--- src/hdl/sts_pkg.sv ---
// ----------------------------------------------------------------------------
// sts_pkg
// shared types and constants for the square tone generator with sweep
// ----------------------------------------------------------------------------
package sts_pkg;

	localparam int unsigned RateW  = 18;
	localparam int unsigned ToneW  = 11;
	localparam int unsigned LenW   = 12;
	localparam int unsigned SweepW = 14;
	localparam int unsigned AccW   = 31;
	localparam int unsigned MulStepsP = 12;
	localparam int unsigned MulStepsS = 3;

	localparam logic [ToneW-1:0] ToneMax = 11'd2047;
	localparam logic [LenW-1:0]  LenMax  = 12'd4095;

	// configuration register indexes
	typedef enum logic [2:0] {
		REG_SAMPLE_RATE     = 3'd0,
		REG_START_FREQUENCY = 3'd1,
		REG_DUTY_SELECT     = 3'd2,
		REG_SWEEP_ENABLE    = 3'd3,
		REG_SWEEP_TIME      = 3'd4,
		REG_SWEEP_DIRECTION = 3'd5,
		REG_SWEEP_SHIFT     = 3'd6
	} reg_index_t;

	// duty codes
	typedef enum logic [1:0] {
		DUTY_12 = 2'd0,
		DUTY_25 = 2'd1,
		DUTY_50 = 2'd2,
		DUTY_75 = 2'd3
	} duty_t;

	typedef enum logic [4:0] {
		ST_IDLE = 5'b00001,
		ST_MULP = 5'b00010,
		ST_LENS = 5'b00100,
		ST_MULS = 5'b01000,
		ST_UPD  = 5'b10000
	} state_t;

endpackage

--- src/hdl/square_tone_with_sweep.sv ---
// ----------------------------------------------------------------------------
// square_tone_with_sweep
// square wave level generator, one level per sample tick, with frequency sweep
// ----------------------------------------------------------------------------
//
//  channel  | beat fields (lowest bit first)               | role
//  ---------+----------------------------------------------+------------------
//  s_axis   | tdata: restart ; tlast: block_end            | one sample tick
//  m_axis   | tdata: level_high, active ; tlast: blk end   | one level out
//  cfg      | cfg_index selects register, cfg_data value   | write only
//
//  each tick runs through these steps in order: one to take the beat, 12
//  shift-add multiplier steps for the period product, one for length
//  rounding, 3 steps for the sweep interval and one for the counter
//  update, which waits while the output is stalled
//  the next tick is taken as soon as the result sits in the output register
//  async reset loads the documented register defaults and clears all counters
//  a stalled output holds the finished level and only blocks the update cycle
//
module square_tone_with_sweep
	import sts_pkg::*;
(
	input  logic                clk,
	input  logic                arst_n,
	// slave side
	input  logic                s_tvalid,
	output logic                s_tready,
	input  logic [7:0]          s_tdata,   // [0] restart, rest zero
	input  logic                s_tlast,   // block_end
	// master side
	output logic                m_tvalid,
	input  logic                m_tready,
	output logic [7:0]          m_tdata,   // [0] level_high, [1] active, rest zero
	output logic                m_tlast,   // block_end_out
	// config write port
	input  logic                cfg_we,
	input  logic [2:0]          cfg_index,
	input  logic [RateW-1:0]    cfg_data
);

	// configuration registers
	logic [RateW-1:0] sample_rate_q;
	logic [ToneW-1:0] start_freq_q;
	logic [1:0]       duty_q;
	logic             sweep_en_q;
	logic [2:0]       sweep_time_q;
	logic             sweep_dir_q;
	logic [2:0]       sweep_shift_q;

	// channel state
	logic [ToneW-1:0]  tone_q;
	logic [LenW-1:0]   phase_q;
	logic [LenW-1:0]   period_q;
	logic [LenW-1:0]   high_q;
	logic [SweepW-1:0] sweep_cnt_q;
	logic              stopped_q;

	// sequencer and multiplier
	state_t            state_q;
	logic [3:0]        step_q;
	logic [AccW-1:0]   acc_q;
	logic              blk_q;

	// output register
	logic              out_valid_q;
	logic              level_q;
	logic              active_q;
	logic              last_q;

	// multiplier step: add sample rate when the low multiplier bit is set, shift right
	logic [18:0]       mul_sum;
	logic [AccW-1:0]   acc_step;

	// length rounding
	logic [30:0]       psum;
	logic [13:0]       pq;
	logic [LenW-1:0]   period_calc;
	logic [14:0]       high_prod;
	logic [14:0]       high_sum;

	// sweep interval rounding
	logic [21:0]       isum;
	logic [SweepW-1:0] interval;

	// update
	logic              upd_fire;
	logic [LenW:0]     phase_next;
	logic [SweepW:0]   sweep_next;
	logic [ToneW-1:0]  delta;
	logic [ToneW:0]    tone_add;
	logic              in_fire;

	assign in_fire  = s_tvalid && s_tready;
	assign s_tready = (state_q == ST_IDLE);
	assign upd_fire = (state_q == ST_UPD) && (!out_valid_q || m_tready);

	assign mul_sum  = acc_q[30:12] + (acc_q[0] ? {1'b0, sample_rate_q} : 19'd0);
	assign acc_step = {1'b0, mul_sum, acc_q[11:1]};

	// period: round half up of the product over 2^17, saturated to 12 bits
	assign psum        = {1'b0, acc_q[29:0]} + 31'd65536;
	assign pq          = psum[30:17];
	assign period_calc = (pq > {2'b00, LenMax}) ? LenMax : pq[LenW-1:0];

	always_comb begin
		case (duty_q)
			DUTY_12: high_prod = {3'b000, period_calc};
			DUTY_25: high_prod = {2'b00, period_calc, 1'b0};
			DUTY_50: high_prod = {1'b0, period_calc, 2'b00};
			DUTY_75: high_prod = {1'b0, period_calc, 2'b00} + {2'b00, period_calc, 1'b0};
			default: high_prod = {3'b000, period_calc};
		endcase
	end
	assign high_sum = high_prod + 15'd4;

	// after three steps the sweep product sits nine bits up
	assign isum     = acc_q[30:9] + 22'd64;
	assign interval = isum[20:7];

	assign phase_next = {1'b0, phase_q} + 13'd1;
	assign sweep_next = {1'b0, sweep_cnt_q} + 15'd1;
	assign delta      = tone_q >> sweep_shift_q;
	assign tone_add   = {1'b0, tone_q} + {1'b0, delta};

	// configuration writes
	always_ff @(posedge clk or negedge arst_n) begin
		if (!arst_n) begin
			sample_rate_q <= 18'd48000;
			start_freq_q  <= '0;
			duty_q        <= DUTY_50;
			sweep_en_q    <= 1'b0;
			sweep_time_q  <= '0;
			sweep_dir_q   <= 1'b0;
			sweep_shift_q <= '0;
		end else if (cfg_we) begin
			case (cfg_index)
				REG_SAMPLE_RATE:     sample_rate_q <= cfg_data;
				REG_START_FREQUENCY: start_freq_q  <= cfg_data[ToneW-1:0];
				REG_DUTY_SELECT:     duty_q        <= cfg_data[1:0];
				REG_SWEEP_ENABLE:    sweep_en_q    <= cfg_data[0];
				REG_SWEEP_TIME:      sweep_time_q  <= cfg_data[2:0];
				REG_SWEEP_DIRECTION: sweep_dir_q   <= cfg_data[0];
				REG_SWEEP_SHIFT:     sweep_shift_q <= cfg_data[2:0];
				default: ;
			endcase
		end
	end

	// sequencer, channel state and output register
	always_ff @(posedge clk or negedge arst_n) begin
		if (!arst_n) begin
			state_q     <= ST_IDLE;
			step_q      <= '0;
			acc_q       <= '0;
			tone_q      <= '0;
			phase_q     <= '0;
			sweep_cnt_q <= '0;
			stopped_q   <= 1'b0;
			period_q    <= 12'd750;
			high_q      <= 12'd375;
			out_valid_q <= 1'b0;
			level_q     <= 1'b0;
			active_q    <= 1'b0;
			last_q      <= 1'b0;
		end else begin
			// a new level loads the output register, a taken beat empties it
			if (upd_fire)
				out_valid_q <= 1'b1;
			else if (m_tready)
				out_valid_q <= 1'b0;

			case (state_q)
				ST_IDLE: begin
					if (in_fire) begin
						// restart happens before this tick
						if (s_tdata[0]) begin
							tone_q      <= start_freq_q;
							phase_q     <= '0;
							sweep_cnt_q <= '0;
							stopped_q   <= 1'b0;
							acc_q       <= {19'd0, 12'd2048 - {1'b0, start_freq_q}};
						end else begin
							acc_q       <= {19'd0, 12'd2048 - {1'b0, tone_q}};
						end
						step_q  <= '0;
						state_q <= ST_MULP;
					end
				end
				ST_MULP: begin
					acc_q  <= acc_step;
					step_q <= step_q + 4'd1;
					if (step_q == 4'(MulStepsP - 1))
						state_q <= ST_LENS;
				end
				ST_LENS: begin
					period_q <= period_calc;
					high_q   <= high_sum[14:3];
					acc_q    <= {28'd0, sweep_time_q};
					step_q   <= '0;
					state_q  <= ST_MULS;
				end
				ST_MULS: begin
					acc_q  <= acc_step;
					step_q <= step_q + 4'd1;
					if (step_q == 4'(MulStepsS - 1))
						state_q <= ST_UPD;
				end
				ST_UPD: begin
					if (upd_fire) begin
						state_q     <= ST_IDLE;
						if (stopped_q) begin
							level_q  <= 1'b0;
							active_q <= 1'b0;
						end else begin
							level_q  <= (phase_q < high_q);
							active_q <= 1'b1;
							if (phase_next >= {1'b0, period_q})
								phase_q <= '0;
							else
								phase_q <= phase_next[LenW-1:0];
							if (sweep_en_q && (sweep_time_q != 3'd0)) begin
								if (sweep_next >= {1'b0, interval}) begin
									sweep_cnt_q <= '0;
									if (sweep_shift_q != 3'd0) begin
										if (sweep_dir_q)
											tone_q <= tone_q - delta;
										else if (tone_add > {1'b0, ToneMax})
											stopped_q <= 1'b1;
										else
											tone_q <= tone_add[ToneW-1:0];
									end
								end else begin
									sweep_cnt_q <= sweep_next[SweepW-1:0];
								end
							end
						end
						last_q <= blk_q;
					end
				end
				default: state_q <= ST_IDLE;
			endcase
		end
	end

	// block end rides along with the tick
	always_ff @(posedge clk or negedge arst_n) begin
		if (!arst_n)
			blk_q <= 1'b0;
		else if (in_fire)
			blk_q <= s_tlast;
	end

	assign m_tvalid = out_valid_q;
	assign m_tdata  = {6'd0, active_q, level_q};
	assign m_tlast  = last_q;

endmodule
--- config.mk ---
export PLATFORM = sky130hd
export DESIGN_NAME = square_tone_with_sweep
export DESIGN_NICKNAME = d
export VERILOG_FILES = /design/src/hdl/sts_pkg.sv /design/src/hdl/square_tone_with_sweep.sv
export SDC_FILE = /design/constraint.sdc
export NUM_CORES = 1
export LEC_CHECK = 0
export BUFFER_PORTS_ARGS = -buffer_cell sky130_fd_sc_hd__buf_2
export CAP_MARGIN = 20
export CORE_MARGIN = 8
export CORE_UTILIZATION = 50
export CTS_CLUSTER_DIAMETER = 40
export DETAILED_ROUTE_END_ITERATION = 7
export GPL_TIMING_DRIVEN = 0
export PLACE_DENSITY = 0.76
export SYNTH_ARGS = -nofsm -noshare
export SYNTH_HDL_FRONTEND = slang
export SYNTH_SLANG_ARGS = --single-unit
--- constraint.sdc ---
create_clock -name clk -period 5.31 [get_ports clk]
set_input_delay 1.062 -clock clk [delete_from_list [all_inputs] [get_ports clk]]
set_output_delay 1.062 -clock clk [all_outputs]
set_load 0.01 [all_outputs]
==> results of run 1 <==
-- per-layer routing --
layer	vias up	track usage [%]	share of wire [%]
met5	-	0	0
met4	0	8.579	2.7
met3	58	3.976	5.5
met2	321	35.05	47
met1	4877	26.73	45
li1	4865	-	-
-- timing repair --
| action | 4_1_cts | 5_1_grt |
|---|---|---|
| setup buffers | 0 | 0 |
| resized for setup | 0 | 2 |
| endpoints found under the hold margin | 0 | 0 |
| endpoints found under the setup margin | 0 | 3 |
-- worst min-delay path, cell delays in order (launching register included) --
cell and delay (ns):
dfstp_2 0.37, nand2_1 0.06, nand2_1 0.05
-- worst max path at each step --
| stage | start | end | slack [ns] |
|---|---|---|---|
| final | acc_q[16] | high_q[11] | 0.27 |
| after global routing | acc_q[16] | high_q[11] | 0.08 |
| after CTS | acc_q[16] | high_q[11] | 0.16 |
| after detailed placement | acc_q[16] | high_q[11] | 0.19 |
| after global placement | acc_q[17] | high_q[11] | 0.31 |
| after floorplan | acc_q[17] | high_q[11] | 0.92 |
-- state kept, by name (all words and copies together) (netlist names), 2 cells and up --
| signal | count |
|---|---|
| acc_q | 30 |
| duty_q | 2 |
| high_q | 12 |
| period_q | 12 |
| phase_q | 12 |
| sample_rate_q | 18 |
| start_freq_q | 11 |
| state_q | 5 |
| step_q | 4 |
| sweep_cnt_q | 14 |
| sweep_shift_q | 3 |
| sweep_time_q | 3 |
| tone_q | 11 |
-- cell usage in the layout, fill, tap and decap left out, drive strengths merged, types with 8 or more instances in the layout --
| cell type | Yosys | routed |
|---|---|---|
| nand2 | 158 | 158 |
| dfrtp | 122 | 122 |
| o21ai | 111 | 111 |
| ha | 98 | 98 |
| nor2 | 81 | 81 |
| a21oi | 76 | 76 |
| inv | 61 | 71 |
| clkbuf | 44 | 63 |
| buf | 23 | 55 |
| xnor2 | 51 | 51 |
| mux2 | 46 | 46 |
| nand3 | 43 | 43 |
| xor2 | 40 | 40 |
| nand2b | 32 | 32 |
| mux2i | 31 | 31 |
| a21o | 31 | 31 |
| and2 | 27 | 27 |
| dfstp | 23 | 23 |
| nor3 | 21 | 21 |
| a211oi | 18 | 18 |
| and3 | 17 | 17 |
| a31oi | 16 | 16 |
| nand4 | 11 | 11 |
| nor2b | 11 | 11 |
| a22oi | 10 | 10 |
| o21bai | 10 | 10 |
| nor4 | 10 | 10 |
| or3 | 9 | 9 |
| o21a | 8 | 8 |
-- power by group through the flow --
stage	combinational [mW]	sequential, mW	clock (mW)
floorplan	2.30	1.56	0
global placement	2.88	1.66	0
detailed placement	2.98	1.67	0
CTS	3.01	1.65	1.21
global route	3.37	1.70	1.25
finish	3.05	1.66	1.19
-- cell type report --
cell class / instances / area, µm²
Buffer: 67 / 307.8
Fill cell: 1947 / 9927
Tap cell: 285 / 356.6
Multi-Input combinational cell: 1065 / 7371
Clock buffer: 17 / 425.4
Inverter: 62 / 232.7
Timing Repair Buffer: 34 / 201.4
Sequential cell: 145 / 3657
Clock inverter: 15 / 161.4
-- per-stage QoR --
stage	cell area, µm²	std cells	util, %	hold slack, ns
global placement	12080	1656	53.35	0.4556
global route	12710	1690	56.15	0.4814
detailed placement	12110	1657	53.50	0.4606
finish	12710	1690	56.15	0.4701
CTS	12700	1689	56.09	0.4719
floorplan	11560	1339	-	0.4394
-- logic make-up after synthesis --
group	synth area share, %
AND/OR/NAND/NOR	19.19
AO/OA/AOI/OAI	19.20
flip-flops	31.69
buffers and inverters	4.672
adder cells (fa/ha/maj)	11.14
XOR/XNOR	6.905
multiplexers	7.176
other	0.03249
==> metrics.txt, run 1 <==
status finished clean; GRT Overall Usage 21.13%; Via density about 6.0; critical path depth 19; Final ANT Viol Nets 0; Worst Hold End high_q[0]; Internal about 3.2 mW; drt first-iter violations a little under 800; Worst VDD drop about 280 µV; Sequential Power Share approximately 28%; Worst Tran Pin Value approximately 0.94 ns; Final Total Pwr ~5.9 mW; cell mode on critical path ha_1; Setup crit start kind flip-flop; endpoints failing hold 0; Hold Startpoint high_q[0]; vias slightly above 10,000; worst-path cell chain ha_1 -> buf_2 -> nand4_1 -> nand2_1 -> mux2i_1 -> buf_2 -> clkbuf_2 -> nand2_1 -> ha_1 -> ha_1 -> or3_4 -> or4_4 -> a31oi_4 -> a21oi_2 -> nor4_4 -> nand3_2 -> nor4_2 -> xor2_1 -> o21ai_1; Remaining Overflow, GRT 0; HPWL after DPL 22,610 µm; Setup-failing EPs final 0; critical path class reg -> reg; TritonCTS clock tree built; capturing point of the worst reg2reg path high_q[11]; family with the most delay on the worst path simple AND/OR/NAND/NOR gates; DRC Markers 0; Sw Share a little under half; clock share of power between 20% and 30%; vias in the first global route 10,070; Psw roughly 2.7 mW; Worst EP arrival ~5.3 ns; RSZ-0062 raised after global routing false; period utilization between 90% and 100%; CP peak stage delay 0.55 ns; Rel. slew slack around 37%; routed len/inst about 18 µm; Post-Syn Instances 1,334; Max Freq between 0.15 and 0.2 GHz; share of cells above drive strength 1 roughly an eighth; combinational share of power 51.7%; Worst EP required ~5.6 ns; Starting Density about half; H-tree depth 4; top-count cell post-synth nand2_1; leakage about 5.9 nW; Post-Place Worst Slack 0.1902 ns; hold-fix buffers at CTS 0; R2R cell count 19; reg-to-reg slack, setup between 0.2 and 0.3 ns; Cell Area, Synth 11,540 µm²; Layout Skew around 0.017 ns; Slew Viols, Final 0; Post-synth EDFFs 0; CTS root buffer clkbuf_16; worst-path fanout max 10; Fin Setup TNS 0 ns; Max-Cap Viols 0; port bufs 32; reg-to-reg startpoint acc_q[16]; Die Wd ~170 µm; Skew-Pair Late Insertion Delay roughly 0.44 ns; final wirelength roughly 30,000 µm; clk buf depth 2; Die Area between 20,000 and 30,000 µm²; register area share after synthesis a little under a third; final worst slack around 0.27 ns; placer congestion estimate slightly above 0.9; Synth top area share between 20% and 30%; initial antenna violation count 0; Area Overhead vs Synth 10.15%; post-synthesis cell type count 84; Synth area leader dfrtp_1; nets@finish 1,528; Syn. warnings 0; Synth top cells by count nand2_1 (157), dfrtp_1 (122), o21ai_0 (103); Num CTS Buffers 17; Syn Area/Cell 8.652 µm²; crit end category flip-flop; ANT cells 0; DRT Pass-1 Iters 7; Reg clk slew, reported paths 0.08 ns; Cell Pwr Density between 400 and 500 nW/µm²; pin count of the biggest net entering global routing about 100; #FFs+latches synth around 150; first-pass GRT wire length a little under 50,000 µm; buffers plus inverters on the worst setup path 3; minimum clock period after layout a little over 5 ns; Rows 55; share of synthesized registers carrying an async set or reset 100.0%; Synth Flop Type dfrtp_1; critical path's slowest cell dfrtp_1; IO Pins 46; clk sink count between 100 and 150; Hold Path Depth 2; Synth area leaders dfrtp_1 (26%), ha_1 (11%), dfstp_2 (5.2%); Die Y between 150 and 200 µm; worst min path class reg -> reg; CORE AREA 22,640 µm²
Power figures use the tool's default switching activity.
==> inputs of run 2 (changes only) <==
==> constraint.sdc (replaced) <==
create_clock -name clk -period 5.31 [get_ports clk]
set_input_delay 0.2655 -clock clk [delete_from_list [all_inputs] [get_ports clk]]
set_output_delay 0.2655 -clock clk [all_outputs]
set_load 0.01 [all_outputs]
==> run 2 against run 1 <==
Effect of this change:
- largest power group unchanged
- global-route usage barely moved
- total power rose by 0.11%
- critical path type unchanged
- hold slack got worse by 0.42 ns
==> metrics.txt, run 2 (synthesized netlist as in run 1, its figures left out) <==
CORE AREA 22,640 µm² (unchanged); Setup crit start kind flip-flop (unchanged); drt first-iter violations 736 (was 770); worst-path fanout max 10 (unchanged); DRC Markers 0 (unchanged); vias 10,150 (was 10,121); first-pass GRT wire length 49,150 µm (was 49,130 µm); critical path's slowest cell dfrtp_1 (unchanged); clock share of power 20.3% (was 20.2%); Rel. slew slack 35.55% (was 36.88%); max reg flops 30 (unchanged); nets@finish 1,529 (was 1,528); RSZ-0062 raised after global routing false (unchanged); Starting Density 50.98% (unchanged); share of cells above drive strength 1 12.94% (was 12.95%); clk sink count 145 (unchanged); Final ANT Viol Nets 0 (unchanged); H-tree depth 4 (unchanged); Worst VDD drop 283.4 µV (was 283.6 µV); crit end category flip-flop (unchanged); leakage 5.860 nW (was 5.856 nW); Max-Cap Viols 0 (unchanged); ANT cells 0 (unchanged); Most flops, register acc_q (unchanged); Worst EP required 5.61 ns (about the same); port bufs 32 (unchanged); vias in the first global route 10,073 (was 10,070); Skew-Pair Late Insertion Delay 0.44 ns (about the same); routed len/inst 17.59 µm (about the same); Remaining Overflow, GRT 0 (unchanged); TritonCTS clock tree built (unchanged); Slew Viols, Final 0 (unchanged); Sw Share 45.63% (was 45.58%); minimum clock period after layout 5.042 ns (was 5.037 ns); HPWL after DPL 22,610 µm (unchanged); initial antenna violation count 0 (unchanged); top flop regs acc_q (30), sample_rate_q (18), sweep_cnt_q (14) (unchanged); DRT Pass-1 Iters 5 (was 7); Psw 2.698 mW (was 2.692 mW); commonest cells after routing, fill and taps aside nand2_1 (157), dfrtp_1 (122), o21ai_0 (103) (unchanged); Die Y 167.9 µm (unchanged); IO Pins 46 (unchanged); commonest non-fill, non-tap cell in the layout nand2_1 (unchanged); Worst EP arrival 5.35 ns (was 5.34 ns); Num CTS Buffers 17 (unchanged); Internal 3.215 mW (was 3.214 mW); pin count of the biggest net entering global routing 98 (unchanged); Die Wd 167.9 µm (unchanged); Final Util 56.20% (was 56.15%); endpoints failing hold 0 (unchanged); Die Area 28,200 µm² (unchanged); cell mode on critical path ha_1 (unchanged); Via density 6.002 (was 5.989); status finished clean (unchanged); worst min path class in -> reg (was reg -> reg); worst-path cell chain ha_1 -> buf_2 -> nand4_1 -> nand2_1 -> mux2i_1 -> buf_2 -> clkbuf_2 -> nand2_1 -> ha_1 -> ha_1 -> or3_4 -> or4_4 -> a31oi_4 -> a21oi_2 -> nor4_4 -> nand3_2 -> nor4_2 -> xor2_1 -> o21ai_1 (unchanged); reg-to-reg slack, setup 0.27 ns (about the same); CTS root buffer clkbuf_16 (unchanged); Fin Setup TNS 0 ns (unchanged); Layout Skew 0.01640 ns (was 0.01695 ns); CP peak stage delay 0.55 ns (about the same); clk buf depth 2 (unchanged); Cell Pwr Density 464.7 nW/µm² (was 464.6 nW/µm²); GRT Overall Usage 21.14% (was 21.13%); Area Overhead vs Synth 10.23% (was 10.15%); period utilization 94.96% (was 94.85%); Rows 55 (unchanged); Hold WS 0.05353 ns (was 0.4701 ns); combinational share of power 51.6% (was 51.7%); Sequential Power Share 28.1% (about the same); Max Freq 0.1983 GHz (was 0.1985 GHz); Setup-failing EPs final 0 (unchanged); placer congestion estimate 0.9051 (unchanged); final wirelength 29,740 µm (was 29,730 µm); critical path class reg -> reg (unchanged); Reg clk slew, reported paths 0.08 ns (about the same); Worst Tran Pin Value 0.9610 ns (was 0.9411 ns)
==> run 2: cell count changes in the layout (fill, tap and decap cells not counted) <==
cell | before | now
dlygate4sd3_1 | 0 | 1
==> run 2: worst paths after layout <==
kind | to | from | depth (start not counted)
min in group asynchronous | high_q[9] | arst_n | 2
worst min register to register | high_q[0] | high_q[0] | 2
worst min-delay path | sample_rate_q[11] | cfg_data[11] | 2
worst max register to register | high_q[11] | acc_q[16] | 19
max in group asynchronous | sample_rate_q[13] | arst_n | 3
worst max-delay path | high_q[11] | acc_q[16] | 19
==> run 2: stage by stage <==
step	power [mW]	setup WS, ns	instances	cell area (µm²)
2_1_floorplan	3.858	0.9179	1339	11560
5_1_grt	6.317	0.07837	1691	12720
6_report	5.913	0.2679	1691	12720
3_5_place_dp	4.649	0.1902	1657	12110
4_1_cts	5.867	0.1599	1690	12710
3_3_place_gp	4.536	0.3087	1656	12080
==> run 2: what timing repair did <==
item	4_1_cts	5_1_grt
buffers inserted	0	0
gates resized for setup	0	2
setup endpoints to repair	0	3
hold buffers	1	0
hold endpoints to repair	45	0
==> run 2: power by group through the flow <==
stage / Clock [mW] / Combinational (mW) / Sequential (mW)
after CTS: 1.21 / 3.01 / 1.65
after floorplan: 0 / 2.30 / 1.56
after global routing: 1.25 / 3.37 / 1.70
final: 1.20 / 3.05 / 1.66
after global placement: 0 / 2.88 / 1.66
after detailed placement: 0 / 2.98 / 1.67
==> run 2: critical path: cells and delay by family, from the launching register on <==
| kind | cells | cell delay, ns |
|---|---|---|
| adder cells (fa/ha/maj) | 3 | 0.79 |
| multiplexers | 1 | 0.18 |
| AND/OR/NAND/NOR | 8 | 2.10 |
| flip-flops | 1 | 0.55 |
| buffers and inverters | 3 | 0.72 |
| XOR/XNOR | 1 | 0.19 |
| AO/OA/AOI/OAI | 3 | 0.36 |
==> run 2: metal layers <==
metal  up-vias  GRT usage, %  routed length, µm
met4         0         8.579                866
met1      4878         26.75              13280
met5         -             0                  0
met3        63         3.976               1649
li1       4868             -                  -
met2       341         35.05              13950
==> run 2: final cells by class <==
cell class	count	area, µm²
inverters	62	232.7
clock buffers	17	425.4
clock inverters	15	161.4
multi-input cells	1065	7371
well taps	285	356.6
flip-flops and latches	145	3657
repair buffers	35	211.5
plain buffers	67	307.8
fillers	1946	9917
==> inputs of run 3 (changes only) <==
--- a/config.mk
+++ b/config.mk
@@ -7,12 +7,14 @@
 export LEC_CHECK = 0
 export BUFFER_PORTS_ARGS = -buffer_cell sky130_fd_sc_hd__buf_2
 export CAP_MARGIN = 20
+export CORE_ASPECT_RATIO = 0.8
 export CORE_MARGIN = 8
 export CORE_UTILIZATION = 50
 export CTS_CLUSTER_DIAMETER = 40
 export DETAILED_ROUTE_END_ITERATION = 7
 export GPL_TIMING_DRIVEN = 0
 export PLACE_DENSITY = 0.76
+export SLEW_MARGIN = 30
 export SYNTH_ARGS = -nofsm -noshare
 export SYNTH_HDL_FRONTEND = slang
 export SYNTH_SLANG_ARGS = --single-unit
==> run 3 against run 2 <==
Effect of this change:
- setup slack improved by 0.15 ns
- clock-buffer cell count increased by 1
- register-to-register slack improved by 0.15 ns
- total power is 0.38% higher
- highest routed layer unchanged
==> metrics.txt, run 3 (synthesized netlist as in run 1, its figures left out) <==
GRT Overall Usage 21.21% (was 21.14%); clk sink count 145 (unchanged); Slew Viols, Final 0 (unchanged); Remaining Overflow, GRT 0 (unchanged); Register Area 3657 µm² (unchanged); max reg flops 30 (unchanged); Starting Density 51.16% (was 50.98%); Cell Pwr Density 465.0 nW/µm² (was 464.7 nW/µm²); Rows 49 (was 55); Worst EP arrival 5.20 ns (was 5.35 ns); R2R cell count 19 (unchanged); Setup Fix Bufs, Post-CTS 0 (unchanged); routed len/inst 17.18 µm (was 17.59 µm); critical path's slowest cell dfrtp_1 (unchanged); clock share of power 20.9% (was 20.3%); minimum clock period after layout 4.893 ns (was 5.042 ns); CORE AREA 22,560 µm² (was 22,640 µm²); HPWL after DPL 22,280 µm (was 22,610 µm); Setup-failing EPs final 0 (unchanged); nets@finish 1,528 (was 1,529); Sw Share 44.50% (was 45.63%); Num CTS Buffers 17 (unchanged); Internal 3.294 mW (was 3.215 mW); DRC Markers 0 (unchanged); RSZ-0062 raised after global routing false (unchanged); period utilization 92.14% (was 94.96%); leakage 5.858 nW (was 5.860 nW); worst-path cell chain ha_1 -> buf_2 -> nand4_1 -> nand2_1 -> mux2i_1 -> buf_2 -> clkbuf_2 -> nand2_1 -> ha_1 -> ha_1 -> or3_4 -> or4_4 -> a31oi_4 -> a21oi_2 -> nor4_4 -> nand3_2 -> nor4_2 -> xor2_1 -> o21ai_1 (unchanged); worst min path class in -> reg (unchanged); Reg clk slew, reported paths 0.07 ns (was 0.08 ns); CTS root buffer clkbuf_16 (unchanged); capturing point of the worst reg2reg path high_q[11] (unchanged); CP peak stage delay 0.53 ns (was 0.55 ns); Sequential Power Share 27.9% (was 28.1%); Die Wd 185.9 µm (was 167.9 µm); Setup crit start kind flip-flop (unchanged); Fin Setup TNS 0 ns (unchanged); Layout Skew 0.02028 ns (was 0.01640 ns); final wirelength 29,400 µm (was 29,740 µm); Hold WS 0.05664 ns (was 0.05353 ns); Filler Cells Inserted 2,045 (was 1,946); clk buf depth 2 (unchanged); combinational share of power 51.2% (was 51.6%); commonest cells after routing, fill and taps aside nand2_1 (157), dfrtp_1 (122), o21ai_0 (103) (unchanged); DRT Pass-1 Iters 7 (was 5); pin count of the biggest net entering global routing 78 (was 98); Die Area 28,230 µm² (was 28,200 µm²); crit end category flip-flop (unchanged); reg-to-reg startpoint acc_q[16] (unchanged); Most flops, register acc_q (unchanged); IO Pins 46 (unchanged); Skew-Pair Late Insertion Delay 0.44 ns (about the same); Psw 2.641 mW (was 2.698 mW); port bufs 32 (unchanged); first-pass GRT wire length 49,610 µm (was 49,150 µm); Rel. slew slack 42.58% (was 35.55%); status finished clean (unchanged); vias 10,181 (was 10,150); Worst Tran Pin Value 0.8561 ns (was 0.9610 ns); share of cells above drive strength 1 12.88% (was 12.94%); commonest non-fill, non-tap cell in the layout nand2_1 (unchanged); Area Overhead vs Synth 10.58% (was 10.23%); Final ANT Viol Nets 0 (unchanged); Final Util 56.57% (was 56.20%); vias in the first global route 9,985 (was 10,073); drt first-iter violations 948 (was 736); ANT cells 0 (unchanged); endpoints failing hold 0 (unchanged); placer congestion estimate 0.8802 (was 0.9051); origin of the worst setup path acc_q[16] (unchanged); area of the multi-input gates 7376 µm² (was 7371 µm²); top flop regs acc_q (30), sample_rate_q (18), sweep_cnt_q (14) (unchanged); worst-path fanout max 10 (unchanged); TritonCTS clock tree built (unchanged); Worst Setup EP high_q[11] (unchanged); Worst EP required 5.61 ns (about the same); initial antenna violation count 0 (unchanged); reg-to-reg slack, setup 0.42 ns (was 0.27 ns); Final Total Pwr 5.935 mW (was 5.913 mW); cell mode on critical path ha_1 (unchanged); Max Freq 0.2044 GHz (was 0.1983 GHz); H-tree depth 4 (unchanged); Max-Cap Viols 0 (unchanged); critical path class reg -> reg (unchanged); Via density 5.950 (was 6.002); Die Y 151.9 µm (was 167.9 µm); Worst VDD drop 346.5 µV (was 283.4 µV)
run 3: changes by cell type in the layout (fill, tap and decap cells not counted):
cell        delta
nor3_1         -1
clkinv_8       -2
buf_8          +1
inv_8          -5
clkbuf_4       -1
clkinvlp_4     +1
bufinv_16      +2
clkbuf_1       +1
nor3_2         +1
clkinv_2       -1
inv_6          +4
buf_6          -1
run 3: area by class of cell:
type | instances | share of cell area (%)
well taps | 306 | 3.000
inverters | 62 | 1.823
repair buffers | 34 | 1.627
clock inverters | 14 | 1.333
plain buffers | 67 | 2.412
clock buffers | 18 | 3.362
multi-input cells | 1065 | 57.79
flip-flops and latches | 145 | 28.65
run 3: power by group through the flow:
stage	registers (mW)	clock network [mW]	logic (mW)
5_1_grt	1.70	1.30	3.39
4_1_cts	1.65	1.25	2.99
3_5_place_dp	1.66	0	2.96
6_report	1.66	1.24	3.04
2_1_floorplan	1.56	0	2.30
3_3_place_gp	1.65	0	2.89
run 3: worst min-delay path by stage:
stage | start | to | slack, ns | cells after the start
after global placement | high_q[0] | high_q[0] | 0.46 | 2
after detailed placement | arst_n | sample_rate_q[6] | 0.26 | 1
after CTS | cfg_data[15] | sample_rate_q[15] | 0.05 | 2
after global routing | cfg_data[15] | sample_rate_q[15] | 0.05 | 2
final | cfg_data[15] | sample_rate_q[15] | 0.06 | 2
after floorplan | arst_n | acc_q[0] | -0.03 | 0
run 3: metal layers:
| metal | track usage [%] | vias up | routed length (µm) |
|---|---|---|---|
| li1 | - | 4871 | - |
| met1 | 30.64 | 4913 | 14140 |
| met2 | 32.06 | 351 | 13040 |
| met3 | 3.432 | 46 | 1706 |
| met4 | 6.116 | 0 | 521 |
| met5 | 0 | - | 0 |
run 3: critical path, delay by kind of cell, from the launching register on:
kind | cells | cell delay, ns
flops | 1 | 0.53
simple gates | 8 | 2.05
fa+ha+maj | 3 | 0.76
mux | 1 | 0.17
compound gates | 3 | 0.34
buf+inv | 3 | 0.69
xor+xnor | 1 | 0.20
run 3: per-stage QoR:
step           instance area [µm²]  worst slack, ns  cells
2_1_floorplan                11560           0.9179   1339
3_3_place_gp                 12100           0.3159   1677
3_5_place_dp                 12150           0.2746   1678
4_1_cts                      12760           0.2844   1711
5_1_grt                      12760          0.05865   1711
6_report                     12760           0.4172   1711
run 3: repair_timing:
action | CTS | global route
gates resized for setup | 0 | 2
hold buffers | 1 | 0
setup endpoints to repair | 0 | 3
endpoints found under the hold margin | 61 | 0
